## src/rtl/rdxc_pkg.sv

```systemverilog
// Shared types, constants and character helpers for the radix converter.
`default_nettype none

package rdxc_pkg;

   localparam int VALUE_BITS = 31;
   localparam int RADIX_W = 6;
   localparam int CHAR_W = 8;
   localparam int MIN_RADIX = 2;
   localparam int MAX_RADIX = 32;
   localparam int DIGIT_W = $clog2(MAX_RADIX);
   localparam int MAC_W = VALUE_BITS + RADIX_W;
   localparam int STEP_W = $clog2(VALUE_BITS);
   localparam int ADDR_W = $clog2(VALUE_BITS);
   localparam int CNT_W = $clog2(VALUE_BITS + 1);
   localparam int CSR_IDX_W = 1;

   localparam logic [CHAR_W-1:0] ASCII_ZERO = 8'd48;
   localparam logic [CHAR_W-1:0] ASCII_NINE = 8'd57;
   localparam logic [CHAR_W-1:0] ASCII_UPPER_A = 8'd65;
   localparam logic [CHAR_W-1:0] ASCII_UPPER_Z = 8'd90;
   localparam logic [CHAR_W-1:0] LETTER_OFFSET = 8'd55;
   localparam logic [CHAR_W-1:0] DECIMAL_BASE = 8'd10;
   localparam logic [CHAR_W-1:0] ASCII_TOP_DIGIT = CHAR_W'(55 + MAX_RADIX - 1);

   localparam logic [RADIX_W-1:0] RADIX_RESET = RADIX_W'(10);

   localparam logic [CSR_IDX_W-1:0] CSR_SOURCE_RADIX = 1'b0;
   localparam logic [CSR_IDX_W-1:0] CSR_DEST_RADIX = 1'b1;

   typedef struct packed {
      logic               ok;
      logic [RADIX_W-1:0] value;
   } digit_type;

   function automatic logic [RADIX_W-1:0] clamp_radix(input logic [RADIX_W-1:0] r);
      logic [RADIX_W-1:0] res;
      if (r < RADIX_W'(MIN_RADIX)) begin
         res = RADIX_W'(MIN_RADIX);
      end else if (r > RADIX_W'(MAX_RADIX)) begin
         res = RADIX_W'(MAX_RADIX);
      end else begin
         res = r;
      end
      return res;
   endfunction

   function automatic digit_type decode_char(input logic [CHAR_W-1:0] c);
      digit_type res;
      res.ok = 1'b0;
      res.value = '0;
      if (c >= ASCII_ZERO && c <= ASCII_NINE) begin
         res.ok = 1'b1;
         res.value = RADIX_W'(c - ASCII_ZERO);
      end else if (c >= ASCII_UPPER_A && c <= ASCII_UPPER_Z) begin
         res.ok = 1'b1;
         res.value = RADIX_W'(c - LETTER_OFFSET);
      end
      return res;
   endfunction

   function automatic logic [CHAR_W-1:0] encode_digit(input logic [DIGIT_W-1:0] d);
      logic [CHAR_W-1:0] res;
      if (CHAR_W'(d) >= DECIMAL_BASE) begin
         res = CHAR_W'(d) + LETTER_OFFSET;
      end else begin
         res = CHAR_W'(d) + ASCII_ZERO;
      end
      return res;
   endfunction

endpackage

`default_nettype wire

```

## src/rtl/radix_converter.sv

```systemverilog
// Radix converter: accumulates a digit string, then re-emits it in another radix.
//
//   channel | ports                               | direction
//   --------+-------------------------------------+----------
//   req     | req_valid/ready, digit_char, final  | in
//   rsp     | rsp_valid/ready, out_char, last,bad | out
//   csr     | csr_valid/ready, index, wdata       | in
//
// A non-final character is taken with a multiply-add on accept.
// A final character runs a shared restoring divider that writes each output
// digit to the digit store; the store is then read back out through the READ,
// LOAD and SEND states, most significant first, held by any rsp_ready stall.
// An error result is registered and comes out in the cycle after the final character.
// Synchronous reset restores both radices to 10; the digit store is not cleared.
// While rsp_ready is low the pending word holds and no character is taken.
`default_nettype none

module radix_converter (
   input  wire                               clock,
   input  wire                               reset,
   input  wire                               req_valid,
   output logic                              req_ready,
   input  wire  [rdxc_pkg::CHAR_W-1:0]       req_digit_char,
   input  wire                               req_final_char,
   output logic                              rsp_valid,
   input  wire                               rsp_ready,
   output logic [rdxc_pkg::CHAR_W-1:0]       rsp_out_char,
   output logic                              rsp_last_digit,
   output logic                              rsp_bad_input,
   input  wire                               csr_valid,
   output logic                              csr_ready,
   input  wire  [rdxc_pkg::CSR_IDX_W-1:0]    csr_index,
   input  wire  [rdxc_pkg::RADIX_W-1:0]      csr_wdata
);
   import rdxc_pkg::*;

   typedef enum logic [2:0] {
      ST_IDLE,
      ST_DIVIDE,
      ST_READ,
      ST_LOAD,
      ST_SEND
   } state_type;

   localparam logic [STEP_W-1:0] LAST_STEP = STEP_W'(VALUE_BITS - 1);
   localparam logic [CNT_W-1:0] LAST_CNT = CNT_W'(VALUE_BITS - 1);

   state_type state_ff, state_in;
   logic [VALUE_BITS-1:0] acc_ff, acc_in;
   logic err_ff, err_in;
   logic [RADIX_W-1:0] src_radix_ff, src_radix_in;
   logic [RADIX_W-1:0] dst_radix_ff, dst_radix_in;
   logic [VALUE_BITS-1:0] quo_ff, quo_in;
   logic [RADIX_W-1:0] rem_ff, rem_in;
   logic [RADIX_W-1:0] div_ff, div_in;
   logic [STEP_W-1:0] step_ff, step_in;
   logic [CNT_W-1:0] cnt_ff, cnt_in;
   logic [ADDR_W-1:0] ptr_ff, ptr_in;
   logic rsp_valid_ff, rsp_valid_in;
   logic [CHAR_W-1:0] rsp_char_ff, rsp_char_in;
   logic rsp_last_ff, rsp_last_in;
   logic rsp_bad_ff, rsp_bad_in;

   logic [DIGIT_W-1:0] store [VALUE_BITS];
   logic [DIGIT_W-1:0] rd_data_ff;
   logic wr_en;
   logic [ADDR_W-1:0] wr_addr;
   logic [DIGIT_W-1:0] wr_data;

   logic [RADIX_W-1:0] src_clamped;
   digit_type dec;
   logic [MAC_W-1:0] mac;
   logic char_err;
   logic err_next;
   logic [VALUE_BITS-1:0] acc_next;
   logic [RADIX_W-1:0] rem_sh;
   logic rem_ge;
   logic [RADIX_W-1:0] rem_new;
   logic [VALUE_BITS-1:0] quo_new;

   assign req_ready = (state_ff == ST_IDLE);
   assign csr_ready = 1'b1;
   assign rsp_valid = rsp_valid_ff;
   assign rsp_out_char = rsp_char_ff;
   assign rsp_last_digit = rsp_last_ff;
   assign rsp_bad_input = rsp_bad_ff;

   // Character accumulate: one multiply-add with range check.
   always_comb begin
      src_clamped = clamp_radix(src_radix_ff);
      dec = decode_char(req_digit_char);
      mac = MAC_W'(acc_ff) * MAC_W'(src_clamped) + MAC_W'(dec.value);
      char_err = !dec.ok || (dec.value >= src_clamped) || (|mac[MAC_W-1:VALUE_BITS]);
      err_next = err_ff || char_err;
      acc_next = (err_ff || char_err) ? acc_ff : mac[VALUE_BITS-1:0];
   end

   // Shared restoring divide step: one quotient bit per cycle.
   always_comb begin
      rem_sh = {rem_ff[RADIX_W-2:0], quo_ff[VALUE_BITS-1]};
      rem_ge = (rem_sh >= div_ff);
      rem_new = rem_ge ? (rem_sh - div_ff) : rem_sh;
      quo_new = {quo_ff[VALUE_BITS-2:0], rem_ge};
   end

   always_comb begin
      state_in = state_ff;
      acc_in = acc_ff;
      err_in = err_ff;
      src_radix_in = src_radix_ff;
      dst_radix_in = dst_radix_ff;
      quo_in = quo_ff;
      rem_in = rem_ff;
      div_in = div_ff;
      step_in = step_ff;
      cnt_in = cnt_ff;
      ptr_in = ptr_ff;
      rsp_valid_in = rsp_valid_ff;
      rsp_char_in = rsp_char_ff;
      rsp_last_in = rsp_last_ff;
      rsp_bad_in = rsp_bad_ff;
      wr_en = 1'b0;
      wr_addr = cnt_ff[ADDR_W-1:0];
      wr_data = rem_new[DIGIT_W-1:0];

      if (csr_valid) begin
         unique case (csr_index)
            CSR_SOURCE_RADIX: src_radix_in = csr_wdata;
            CSR_DEST_RADIX:   dst_radix_in = csr_wdata;
            default:          ;
         endcase
      end

      unique case (state_ff)
         ST_IDLE: begin
            if (req_valid) begin
               if (!req_final_char) begin
                  acc_in = acc_next;
                  err_in = err_next;
               end else begin
                  acc_in = '0;
                  err_in = 1'b0;
                  if (err_next) begin
                     rsp_valid_in = 1'b1;
                     rsp_char_in = '0;
                     rsp_last_in = 1'b1;
                     rsp_bad_in = 1'b1;
                     state_in = ST_SEND;
                  end else begin
                     quo_in = acc_next;
                     rem_in = '0;
                     step_in = '0;
                     cnt_in = '0;
                     div_in = clamp_radix(dst_radix_ff);
                     state_in = ST_DIVIDE;
                  end
               end
            end
         end
         ST_DIVIDE: begin
            quo_in = quo_new;
            rem_in = rem_new;
            step_in = step_ff + STEP_W'(1);
            if (step_ff == LAST_STEP) begin
               // remainder is the next digit, least significant first
               wr_en = 1'b1;
               rem_in = '0;
               step_in = '0;
               cnt_in = cnt_ff + CNT_W'(1);
               if (quo_new == '0 || cnt_ff == LAST_CNT) begin
                  ptr_in = cnt_ff[ADDR_W-1:0];
                  state_in = ST_READ;
               end
            end
         end
         ST_READ: begin
            state_in = ST_LOAD;
         end
         ST_LOAD: begin
            rsp_valid_in = 1'b1;
            rsp_char_in = encode_digit(rd_data_ff);
            rsp_last_in = (ptr_ff == '0);
            rsp_bad_in = 1'b0;
            state_in = ST_SEND;
         end
         ST_SEND: begin
            if (rsp_ready) begin
               rsp_valid_in = 1'b0;
               if (rsp_last_ff) begin
                  state_in = ST_IDLE;
               end else begin
                  ptr_in = ptr_ff - ADDR_W'(1);
                  state_in = ST_READ;
               end
            end
         end
         default: state_in = ST_IDLE;
      endcase
   end

   always_ff @(posedge clock) begin
      if (reset) begin
         state_ff <= ST_IDLE;
         acc_ff <= '0;
         err_ff <= 1'b0;
         src_radix_ff <= RADIX_RESET;
         dst_radix_ff <= RADIX_RESET;
         step_ff <= '0;
         cnt_ff <= '0;
         ptr_ff <= '0;
         rsp_valid_ff <= 1'b0;
      end else begin
         state_ff <= state_in;
         acc_ff <= acc_in;
         err_ff <= err_in;
         src_radix_ff <= src_radix_in;
         dst_radix_ff <= dst_radix_in;
         step_ff <= step_in;
         cnt_ff <= cnt_in;
         ptr_ff <= ptr_in;
         rsp_valid_ff <= rsp_valid_in;
      end
      quo_ff <= quo_in;
      rem_ff <= rem_in;
      div_ff <= div_in;
      rsp_char_ff <= rsp_char_in;
      rsp_last_ff <= rsp_last_in;
      rsp_bad_ff <= rsp_bad_in;
   end

   // Digit store: one write port, one registered read port.
   always_ff @(posedge clock) begin
      if (wr_en) begin
         store[wr_addr] <= wr_data;
      end
      rd_data_ff <= store[ptr_ff];
   end

endmodule

`default_nettype wire

```

## config.mk

```make
export PLATFORM = sky130hd
export DESIGN_NAME = radix_converter
export DESIGN_NICKNAME = d
export VERILOG_FILES = /design/src/rtl/rdxc_pkg.sv /design/src/rtl/radix_converter.sv
export SDC_FILE = /design/constraint.sdc
export NUM_CORES = 1
export LEC_CHECK = 0
export BUFFER_PORTS_ARGS = -buffer_cell sky130_fd_sc_hd__buf_2
export CORE_ASPECT_RATIO = 0.9
export CORE_MARGIN = 4
export CORE_UTILIZATION = 30
export DETAILED_ROUTE_END_ITERATION = 12
export PLACE_DENSITY_LB_ADDON = 0.05
export SLEW_MARGIN = 20
export SYNTH_ARGS = -nofsm -noshare
export SYNTH_HDL_FRONTEND = slang
export SYNTH_SLANG_ARGS = --single-unit
```

## constraint.sdc

```tcl
create_clock -name clock -period 8.9 [get_ports clock]
set_input_delay 1.78 -clock clock [delete_from_list [all_inputs] [get_ports clock]]
set_output_delay 1.78 -clock clock [all_outputs]
set_load 0.03 [all_outputs]
```

# Word-level counts from Yosys, hierarchy flattened
# Memories as Yosys holds them, arrays and structs flattened. A register that Yosys moved wholly into a read port is not among the register bits.
# Index checks and enable logic that the tools add are counted.
# word_totals
output_inout_bits	13
reg_bits	115
elab_cells	134
ramBits	155
in_bits	21
n_memories	1
# classes
reduce_logical	26
n_mul	1
add_sub_neg	9
bitwise_logic	2
eq_ne	14
n_lt_le_gt_ge	11
mux	54
# memory_table
name	words	width	read_ports	rd_ports_with_merged_regs	write_ports	line	text
store	31	5	1	1	1	radix_converter.sv:64	logic [DIGIT_W-1:0] store [VALUE_BITS];
# op_table
op	count
two-way mux 31 bit	5
two-way mux 5 bit	14
one-hot mux 31 bit (2 select lines)	1
one-hot mux 5 bit (2 select lines)	4
adder 37 x 6 -> 37 bit	1
multiplier 31 x 6 -> 37 bit	1
zero test 31 bit	1
two-way mux 8 bit	3
two-way mux 7 bit	3
AND reduction 5 bit	4
two-way mux 3 bit	6
two-way mux 6 bit	3
one-hot mux 8 bit (2 select lines)	1
one-hot mux 3 bit (5 select lines)	1
adder 5 x 6 -> 7 bit (second input constant)	2
>= comparator 6 bit	2
greater-than comparator 6 bit (second input constant)	2
less-than comparator 6 x 2 -> 1 bit (second input constant)	2
inequality test 2 bit (second input constant)	6
AND reduction 4 bit	3
subtractor 6 bit (second input constant)	2
adder 5 x 1 -> 5 bit (second input constant)	2
== test 5 bit (second input constant)	2
two-way mux 1 bit	9
25 further kinds	37

# Longest topological paths before layout
# Gate-level depths: netlist of the first run.
# logic_depth
word_depth	13
mapped_depth	26
mapped_depth_nobuf	23

# Least setup slack after synthesis of the first run
# Ideal clock, no wire load.
# synth_timing
path_type	in2reg
start	in req_digit_char[0] (netlist name)
end	reg rsp_bad_ff, in the netlist rsp_bad_input (enable)
t_required_ps	8522
arrival_ps	6095
slack_ps	2428
setup_time_ps	378
path_stages	21
n_path_buf	1
cell_sequence	inv_1 -> ha_1 -> nor4b_1 -> o21ai_0 -> o211ai_1 -> a21boi_1 -> nand2b_1 -> fa_1 -> inv_1 -> ha_1 -> o211ai_1 -> a21oi_1 -> o21a_1 -> a2111oi_2 -> o21ai_1 -> xor2_1 -> a2111oi_4 -> nand2_1 -> buf_2 -> nand2_1 -> a21oi_1
# synth_via
elab_chain_len	10
elab_cells_between_ends	19
cone_classes	add/sub (3); order compare (5); eq/ne (1); mux (2); reduce/logical (8)
# synth_lines
item	line	text
from (decl)	radix_converter.sv:23	input wire [rdxc_pkg::CHAR_W-1:0] req_digit_char,
>= comparator 8 x 7 -> 1 bit or <= comparator 8 x 7 -> 1 bit (tied branches)	rdxc_pkg.sv:55	end else if (c >= ASCII_UPPER_A && c <= ASCII_UPPER_Z) begin
logical AND 1 bit	rdxc_pkg.sv:55	
two-way mux 7 bit	rdxc_pkg.sv:55	
two-way mux 7 bit (*)	rdxc_pkg.sv:52	if (c >= ASCII_ZERO && c <= ASCII_NINE) begin
adder 37 x 6 -> 37 bit (tied with other cells)	radix_converter.sv:92	mac = MAC_W'(acc_ff) * MAC_W'(src_clamped) + MAC_W'(dec.value);
OR reduction 6 bit or logical OR 1 bit (tied branches)	radix_converter.sv:93	char_err = !dec.ok || (dec.value >= src_clamped) || (|mac[MAC_W-1:VALUE_BITS]);
logical OR 1 bit (*)	radix_converter.sv:93	
logical OR 1 bit (*)	radix_converter.sv:94	err_next = err_ff || char_err;
inequality test 2 x 1 -> 1 bit (no source line) (*)	n/a	
AND reduction 4 bit (no source line) (*)	n/a	
to (signal assigned)	radix_converter.sv:228	rsp_bad_ff <= rsp_bad_in;
to (decl)	radix_converter.sv:62	logic rsp_bad_ff, rsp_bad_in;
# Every way passes the cells marked *; elsewhere a longest branch is shown, timed or not.
# A chain may end at the register's enable or synchronous reset.

# Worst setup path after layout of the first run
# layout_timing
start	reg src_radix_ff[5]
end	reg div_ff[0] (enable)
# layout_via
elab_chain_len	10
elab_cells_between_ends	13
cone_classes	add/sub (1); mul (1); order compare (3); mux (2); bitwise (1); reduce/logical (5)
# layout_lines
item	line	text
from (decl)	radix_converter.sv:51	logic [RADIX_W-1:0] src_radix_ff, src_radix_in;
from (signal assigned)	radix_converter.sv:216	src_radix_ff <= src_radix_in;
greater-than comparator 6 bit	rdxc_pkg.sv:40	end else if (r > RADIX_W'(MAX_RADIX)) begin
two-way mux 6 bit	rdxc_pkg.sv:40	
two-way mux 6 bit (*)	rdxc_pkg.sv:38	if (r < RADIX_W'(MIN_RADIX)) begin
multiplier 31 x 6 -> 37 bit	radix_converter.sv:92	
adder 37 x 6 -> 37 bit	radix_converter.sv:92	
OR reduction 6 bit	radix_converter.sv:93	
logical OR 1 bit (*)	radix_converter.sv:93	
logical OR 1 bit (*)	radix_converter.sv:94	
inverter 1 bit (no source line) (*)	n/a	
AND reduction 4 bit (no source line) (*)	n/a	
to (signal assigned)	radix_converter.sv:225	div_ff <= div_in;
to (decl)	radix_converter.sv:55	logic [RADIX_W-1:0] div_ff, div_in;
# Marked as above.

==> results.json, run 1 <==
{
  "fillers": 6204,
  "synth.most_common_cell": "edfxtp_1",
  "finClkSkew_ns": 0.0200,
  "gr-total-overflow": 0,
  "wirelength_um": 52900,
  "p_leak_nw": 8.12,
  "place.detailed.hpwl_um": 38300,
  "dr.pass1.iters": 5,
  "synth_flop_cell": "edfxtp_1",
  "period_needed_ns": 7.69,
  "hold-path-endpoint": "dst_radix_ff[0]",
  "crit_fanout": 33,
  "avgViaCountPerCell": 5.02,
  "slew_headroom": 0.284,
  "fp.dieArea_mm2": 0.0663,
  "vias": 12800,
  "portBuffers": 31,
  "setup_viol": 0,
  "required_ns": 9.08,
  "fmax_ghz": 0.130,
  "slew_viol_final": 0,
  "crit_type": "reg -> reg",
  "grt_pass1_wl_um": 83500,
  "hold_class": "reg -> reg",
  "r2r_start": "src_radix_ff[5]",
  "routedWlPerCell_um": 20.7,
  "hold_viol": 0,
  "synthArstFlopShare": 0,
  "netlist_top_cells_count": "edfxtp_1, and2_1, nand2_1",
  "grt_max_degree": 59,
  "start_util": 0.304,
  "cp-end-kind": "register",
  "final_nets": 1945,
  "clkTransAtPathRegs_ns": 0.06,
  "cts-root-buf": "clkbuf_16",
  "grt_pass1_vias": 13500,
  "area.growth.synth_to_final_pct": 11.7,
  "ys_warn_count": 0,
  "grt_setup_unrepaired": "false",
  "h-tree-depth": 2,
  "regToRegSetupSlack_ns": 1.21,
  "grt_use_total": 0.162,
  "peakVddDrop_mv": 0.101,
  "reg2reg_to": "div_ff[0]",
  "cap_violations": 0,
  "worst_pin_slew_ns": 1.05,
  "power.density_mw_per_mm2": 145,
  "worstPathArrival_ns": 7.87,
  "status": "finished, final reports clean",
  "cts_buffers": 34,
  "clk_latency_ns": 0.54,
  "syn_area_mm2": 0.0187,
  "drtIter0Drc": 692,
  "synth_nets": 1954,
  "ctsResizeCount": 0,
  "final_cells": 2557,
  "core_mm2": 0.0614,
  "die_h_um": 245,
  "gp_congestion": 0.781,
  "rows": 86,
  "clk_path_buf_depth": 3,
  "antenna_found_initial": 5,
  "synth_top_area_share": 0.331,
  "cts.sinks": 274,
  "die_x_um": 271,
  "yosys.cell_types.count": 68,
  "cts_tree": "done",
  "tns_ns": 0,
  "synth_largest_area_cell": "edfxtp_1",
  "synth-edff-count": 206,
  "worstHoldStart": "dst_radix_ff[0]",
  "ys_ff_latch": 274,
  "synth_area_per_cell_um2": 11.0,
  "synthCells": 1703,
  "postCtsHoldBufs": 0,
  "placed_cells": 2493,
  "ys_top_cells_by_area": "edfxtp_1, fa_1, ha_1",
  "ys_seq_area_frac": 0.404,
  "holdPathStages": 2,
  "post_cts_buffers": 0,
  "reg2reg_depth": 21,
  "power_mw": 3.02,
  "crit_path_start_kind": "register",
  "drc": 0,
  "ioPinCount": 34,
  "ant_nets": 0,
  "drive_gt1_frac": 0.105,
  "fin_crit_sh": 0.865
}
==> cell usage in the layout (no fill, tap or decap), types with 8 or more instances in the layout <==
cell / netlist / routed
nor4_1: 11 / 11
buf_2: 23 / 31
and2_1: 194 / 193
a21oi_1: 94 / 92
a21o_1: 14 / 14
a211oi_1: 8 / 8
dfxtp_1: 68 / 67
o21ai_0: 89 / 87
nand4_1: 21 / 21
xnor2_1: 26 / 26
a31oi_1: 37 / 37
nor2b_1: 14 / 11
ha_1: 109 / 109
mux4_2: 45 / 45
clkbuf_16: 0 / 35
nor3_1: 15 / 15
o21a_1: 13 / 13
nor2_1: 118 / 116
inv_1: 81 / 81
nand3_1: 44 / 44
xor2_1: 15 / 15
nand2b_1: 9 / 9
edfxtp_1: 206 / 206
buf_4: 6 / 20
mux2i_1: 16 / 14
nand2_1: 137 / 136
fa_1: 121 / 121
==> power by group <==
group	total, mW	internal (mW)	switching [mW]
Sequential	1.40	1.39	0.0105
Combinational	0.174	0.0429	0.131
Clock	1.45	0.879	0.569
==> worst max-delay path by stage <==
stage                 startpoint  cells after the start         endpoint  slack, ns
2_1_floorplan  req_digit_char[0]                     21    rsp_bad_input       2.43
5_1_grt          src_radix_ff[5]                     21        div_ff[0]       0.80
4_1_cts          src_radix_ff[5]                     23  rsp_out_char[5]       1.16
3_5_place_dp     src_radix_ff[5]                     23  rsp_out_char[0]       1.18
3_3_place_gp     src_radix_ff[5]                     21        div_ff[5]       1.28
6_report         src_radix_ff[5]                     21        div_ff[0]       1.21
==> final cells by class <==
class | instances | area [um^2] | share of cell area
timing repair buffer | 52 | 333 | 0.0160
clock buffer | 43 | 916 | 0.0439
sequential | 274 | 7550 | 0.362
multi-input combinational | 1251 | 10500 | 0.502
tap | 836 | 1050 | 0.0502
inverter | 81 | 304 | 0.0146
clock inverter | 19 | 244 | 0.0117
antenna | 1 | 2.50 | 0.000120
==> critical path, cell delays in order, from the launching register on <==
cell	delay (ns)
dfxtp_1	0.98
inv_1	0.20
and3_1	0.23
buf_4	0.26
and2_1	0.23
fa_1	0.47
inv_1	0.05
fa_1	0.47
inv_1	0.05
fa_1	0.52
inv_1	0.05
fa_1	0.52
inv_1	0.04
ha_1	0.34
a21oi_1	0.19
o211ai_1	0.16
a21boi_1	0.41
nor4b_1	0.16
o21a_1	0.23
or3_4	0.39
a2111oi_0	0.78
and4_1	0.59
==> routing by layer <==
layer  vias to the layer above  track usage  routed length (um)
li1                       6062            -                   -
met1                      6514        0.261               28800
met2                       200        0.232               21600
met3                        50       0.0206                1790
met4                         2       0.0286                 683
met5                         -            0                  10
==> cells by family after synthesis <==
group | share of synthesized area
and+or+nand+nor | 0.164
AOI/OAI and AO/OA | 0.104
DFF | 0.404
adders and majority gates | 0.203
buffers and inverters | 0.0389
muxes | 0.0665
xor gates and xnor gates | 0.0192
other | 0.000402
==> stage by stage <==
step            util  instance area (um^2)  setup slack (ns)  hold WS [ns]
3_3_place_gp   0.320                 19700              1.28         0.460
3_5_place_dp   0.320                 19700              1.18         0.458
4_1_cts        0.339                 20800              1.16         0.468
5_1_grt        0.339                 20900             0.800         0.516
2_1_floorplan      -                 18700              2.43         0.432
6_report       0.339                 20900              1.21         0.461
==> flip-flops by register name, summed over array words and instances (netlist names) <==
register,flops
rsp_out_char,7
rd_data_ff,5
src_radix_ff,6
rsp_last_digit,1
state_ff,3
rsp_valid,1
div_ff,6
ptr_ff,5
quo_ff,31
store,155
rsp_bad_input,1
rem_ff,5
cnt_ff,5
err_ff,1
step_ff,5
dst_radix_ff,6
acc_ff,31
(Power assumes the default switching activity.)
==> run 2, diff against run 1 <==
--- a/config.mk
+++ b/config.mk
@@ -6,11 +6,13 @@
 export NUM_CORES = 1
 export LEC_CHECK = 0
 export BUFFER_PORTS_ARGS = -buffer_cell sky130_fd_sc_hd__buf_2
+export CAP_MARGIN = 25
 export CORE_ASPECT_RATIO = 0.9
 export CORE_MARGIN = 4
 export CORE_UTILIZATION = 30
 export DETAILED_ROUTE_END_ITERATION = 12
 export PLACE_DENSITY_LB_ADDON = 0.05
+export SKIP_LAST_GASP = 1
 export SLEW_MARGIN = 20
 export SYNTH_ARGS = -nofsm -noshare
 export SYNTH_HDL_FRONTEND = slang
==> constraint.sdc (replaced) <==
create_clock -name clock -period 8.9 [get_ports clock]
set_input_delay 0.89 -clock clock [delete_from_list [all_inputs] [get_ports clock]]
set_output_delay 0.89 -clock clock [all_outputs]
set_load 0.03 [all_outputs]
==> results.json, run 2 (same netlist as run 1, synthesis figures left out) <==
{
  "cp-end-kind": "register",
  "post_cts_buffers": 0,
  "finClkSkew_ns": 0.0184,
  "crit_fanout": 36,
  "fin_crit_sh": 0.854,
  "top_regs": "store x155, acc_ff x31, quo_ff x31",
  "pwr-share-seq": 0.499,
  "crit_path_start_kind": "register",
  "cts.sinks": 274,
  "slew_headroom": 0.372,
  "grt_setup_unrepaired": "false",
  "antenna_found_initial": 2,
  "grt_max_degree": 64,
  "die_x_um": 271,
  "required_ns": 9.32,
  "clkTransAtPathRegs_ns": 0.06,
  "ioPinCount": 34,
  "fp.dieArea_mm2": 0.0663,
  "status": "finished, final reports clean",
  "final_nets": 1941,
  "area.growth.synth_to_final_pct": 10.7,
  "clk_path_buf_depth": 3,
  "gp_congestion": 0.835,
  "vias": 12700,
  "peakVddDrop_mv": 0.134,
  "cts_buffers": 30,
  "h-tree-depth": 1,
  "swShare": 0.238,
  "start_util": 0.304,
  "p_switching_mw": 0.665,
  "portBuffers": 31,
  "setup_viol": 0,
  "tns_ns": 0,
  "hold_viol": 0,
  "cpPeakStageDelay_ns": 0.78,
  "clk_latency_ns": 0.56,
  "routedWlPerCell_um": 20.7,
  "period_needed_ns": 7.60,
  "core_mm2": 0.0614,
  "top_register": "store",
  "place.detailed.hpwl_um": 39200,
  "dr.pass1.iters": 4,
  "power.share.combinational": 0.062,
  "fmax_ghz": 0.132,
  "slew_viol_final": 0,
  "crit_type": "reg -> reg",
  "largest_reg_flops": 155,
  "drtIter0Drc": 817,
  "cap_violations": 0,
  "regToRegSetupSlack_ns": 1.30,
  "postCtsHoldBufs": 0,
  "wirelength_um": 52900,
  "grt_pass1_vias": 13400,
  "cts_tree": "done",
  "ant_nets": 0,
  "worst_pin_slew_ns": 0.935,
  "power.density_mw_per_mm2": 136,
  "worstPathArrival_ns": 8.01,
  "internal-power_mw": 2.14,
  "hold_class": "reg -> reg",
  "drc": 0,
  "die_h_um": 245,
  "grt_use_total": 0.160,
  "rows": 86,
  "mostFrequentLayoutCells": "edfxtp_1, and2_1, nand2_1",
  "gr-total-overflow": 0,
  "pwr-share-clk": 0.439,
  "crit_top_cell": "inv_1",
  "grt_pass1_wl_um": 83700,
  "cp_slowest_cell": "a2111oi_0",
  "final_core_util": 0.336,
  "cts-root-buf": "clkbuf_16",
  "ctsResizeCount": 0,
  "p_leak_nw": 8.04,
  "mostFrequentLayoutCell": "edfxtp_1",
  "drive_gt1_frac": 0.104,
  "avgViaCountPerCell": 4.99
}
-- run 2: cell types whose count changed in the layout (fill, tap and decap cells not counted), moves of 2 or more --
cell	previous run	this run
bufinv_16	5	2
clkbuf_1	7	5
clkbuf_16	35	31
clkinv_1	5	1
clkinv_2	4	11
clkinv_8	2	0
-- run 2: power by group through the flow --
stage / Combinational [mW] / Sequential [mW] / Clock [mW]
CTS: 0.175 / 1.40 / 1.27
detailed placement: 0.175 / 1.43 / 0
global placement: 0.172 / 1.43 / 0
finish: 0.172 / 1.40 / 1.23
floorplan: 0.0979 / 1.43 / 0
global route: 0.191 / 1.40 / 1.32
-- run 2: critical path, delay by kind of cell (launching register included) --
family	cells	cell delay, ns
adder cells (fa/ha/maj)	5	2.32
flip-flops	1	0.31
AND/OR/NAND/NOR	3	1.01
AO/OA/AOI/OAI	9	2.48
buffers and inverters	8	1.27
-- run 2: final timing paths --
kind,to,startpoint,depth (start not counted)
worst min register to register,dst_radix_ff[0],dst_radix_ff[0],2
worst max register to register,acc_ff[8],src_radix_ff[5],25
worst max-delay path,acc_ff[8],src_radix_ff[5],25
worst min-delay path,dst_radix_ff[0],dst_radix_ff[0],2
-- run 2: cell type report --
type                       count  area, um^2
antenna                        2        5.00
clock buffer                  37         808
clock inverter                19         159
fill                        6150       40800
inverter                      81         304
multi-input combinational   1251       10500
sequential                   274        7550
tap                          836        1050
timing repair buffer          52         340
-- run 2: per-stage QoR --
| stage | power [mW] | hold slack (ns) | instance area (um^2) | worst slack (ns) | instances |
|---|---|---|---|---|---|
| floorplan | 1.53 | 0.432 | 18700 | 2.57 | 1703 |
| global placement | 1.60 | 0.451 | 19600 | 1.47 | 2492 |
| detailed placement | 1.60 | 0.444 | 19700 | 1.34 | 2494 |
| CTS | 2.84 | 0.455 | 20700 | 1.31 | 2550 |
| global route | 2.91 | 0.505 | 20700 | 0.792 | 2550 |
| finish | 2.80 | 0.456 | 20700 | 1.30 | 2552 |
-- run 2: routing by layer --
| layer | wire [um] | share of wire | vias up | global-route usage |
|---|---|---|---|---|
| met1 | 27500 | 0.52 | 6447 | 0.248 |
| met5 | 0 | 0 | - | 0 |
| met3 | 1680 | 0.032 | 47 | 0.0189 |
| met2 | 23000 | 0.43 | 190 | 0.247 |
| li1 | - | - | 6049 | - |
| met4 | 801 | 0.015 | 0 | 0.0241 |
==> run 3, diff against run 2 <==
==> constraint.sdc (replaced) <==
create_clock -name clock -period 9.25 [get_ports clock]
set_input_delay 0.925 -clock clock [delete_from_list [all_inputs] [get_ports clock]]
set_output_delay 0.925 -clock clock [all_outputs]
set_load 0.03 [all_outputs]
==> results.json, run 3 (same netlist as run 1, synthesis figures left out) <==
{
  "status": "finished, final reports clean",
  "wirelength_um": 51800,
  "postCtsHoldBufs": 0,
  "design_area_mm2": 0.0206,
  "cp-end-kind": "register",
  "worstPathArrival_ns": 7.83,
  "grt_util_met1": 0.240,
  "routedWlPerCell_um": 20.3,
  "clk_latency_ns": 0.55,
  "area.growth.synth_to_final_pct": 10.5,
  "slew_headroom": 0.288,
  "required_ns": 9.45,
  "internal-power_mw": 2.03,
  "setup_viol": 0,
  "clkTransAtPathRegs_ns": 0.06,
  "place.detailed.hpwl_um": 38400,
  "top_register": "store",
  "portBuffers": 31,
  "crit_type": "reg -> reg",
  "post_cts_buffers": 0,
  "ant_nets": 0,
  "grt_setup_unrepaired": "false",
  "placed_area_mm2": 0.0197,
  "drtIter0Drc": 618,
  "fmax_ghz": 0.131,
  "ioPinCount": 34,
  "grt_use_total": 0.157,
  "avgViaCountPerCell": 4.99,
  "fin_crit_sh": 0.825,
  "use_met2": 0.243,
  "die_x_um": 271,
  "drc": 0,
  "worst_pin_slew_ns": 1.04,
  "hold_class": "reg -> reg",
  "power_mw": 2.65,
  "h-tree-depth": 1,
  "power.share.combinational": 0.063,
  "pwr-share-seq": 0.507,
  "period_needed_ns": 7.63,
  "antenna_found_initial": 2,
  "top_regs": "store x155, acc_ff x31, quo_ff x31",
  "slew_viol_final": 0,
  "grt_pass1_vias": 13200,
  "cts-root-buf": "clkbuf_16",
  "cts_buffers": 29,
  "rows": 86,
  "swShare": 0.233,
  "cts.sinks": 274,
  "diodes": 0,
  "cts_tree": "done",
  "gr-total-overflow": 0,
  "cap_violations": 0,
  "final_nets": 1941,
  "crit_fanout": 36,
  "drive_gt1_frac": 0.101,
  "met3_usage": 0.0196,
  "pwr-share-clk": 0.430,
  "grt_pass1_wl_um": 81400,
  "hold_viol": 0,
  "dr.pass1.iters": 6,
  "mostFrequentLayoutCells": "edfxtp_1, and2_1, nand2_1",
  "busiest_layer": "met2",
  "clk_path_buf_depth": 3,
  "start_util": 0.304,
  "fp.dieArea_mm2": 0.0663,
  "ctsResizeCount": 0,
  "grt_max_degree": 59,
  "finClkSkew_ns": 0.0184,
  "p_switching_mw": 0.618,
  "power.density_mw_per_mm2": 128,
  "tns_ns": 0,
  "vias": 12700,
  "whs_ns": 0.468,
  "gp_congestion": 0.825,
  "largest_reg_flops": 155,
  "peakVddDrop_mv": 0.125,
  "mostFrequentLayoutCell": "edfxtp_1",
  "die_h_um": 245,
  "crit_path_start_kind": "register",
  "p_leak_nw": 8.03,
  "core_mm2": 0.0614
}
-- run 3: final cells by class --
cell class	instances	area, um^2
Fill cell	6200	40800
Multi-Input combinational cell	1251	10500
Sequential cell	274	7550
Tap cell	836	1050
Clock buffer	37	786
Timing Repair Buffer	53	360
Inverter	81	304
Clock inverter	15	131
-- run 3: power groups by stage --
stage          Combinational (mW)  Clock, mW  Sequential [mW]
4_1_cts                     0.165       1.18             1.34
2_1_floorplan              0.0942          0             1.38
3_3_place_gp                0.163          0             1.37
6_report                    0.167       1.14             1.34
5_1_grt                     0.185       1.24             1.35
3_5_place_dp                0.165          0             1.37
-- run 3: worst max-delay path: stages, from the launching register on --
cell and delay [ns]:
dfxtp_1 0.30, buf_4 0.43, inv_1 0.16, and3_1 0.20, buf_4 0.23, and2_1 0.21
fa_1 0.48, inv_1 0.05, fa_1 0.47, inv_1 0.05, fa_1 0.52, inv_1 0.06
fa_1 0.53, inv_1 0.04, ha_1 0.34, o211ai_1 0.13, o211ai_1 0.33, a21boi_1 0.18
nor4b_1 0.58, o21a_1 0.22, o21ai_0 0.17, a2111oi_0 0.93, and4_1 0.62
-- run 3: final timing paths --
check / startpoint / end / slack (ns) / cells after the start
max: src_radix_ff[5] / div_ff[1] / 1.62 / 22
min: dst_radix_ff[0] / dst_radix_ff[0] / 0.47 / 2
max reg2reg: src_radix_ff[5] / div_ff[1] / 1.62 / 22
min reg2reg: dst_radix_ff[0] / dst_radix_ff[0] / 0.47 / 2
-- run 3: per-layer routing --
layer / part of all wire / vias up
met3: 0.032 / 38
li1: - / 6046
met5: 0.00014 / -
met1: 0.51 / 6410
met2: 0.44 / 206
met4: 0.012 / 2
-- run 3: per-stage QoR --
| step | utilization | setup slack [ns] | instances |
|---|---|---|---|
| 2_1_floorplan | - | 2.92 | 1703 |
| 3_3_place_gp | 0.320 | 1.76 | 2490 |
| 3_5_place_dp | 0.320 | 1.54 | 2492 |
| 4_1_cts | 0.335 | 1.53 | 2544 |
| 5_1_grt | 0.336 | 1.09 | 2547 |
| 6_report | 0.336 | 1.62 | 2547 |
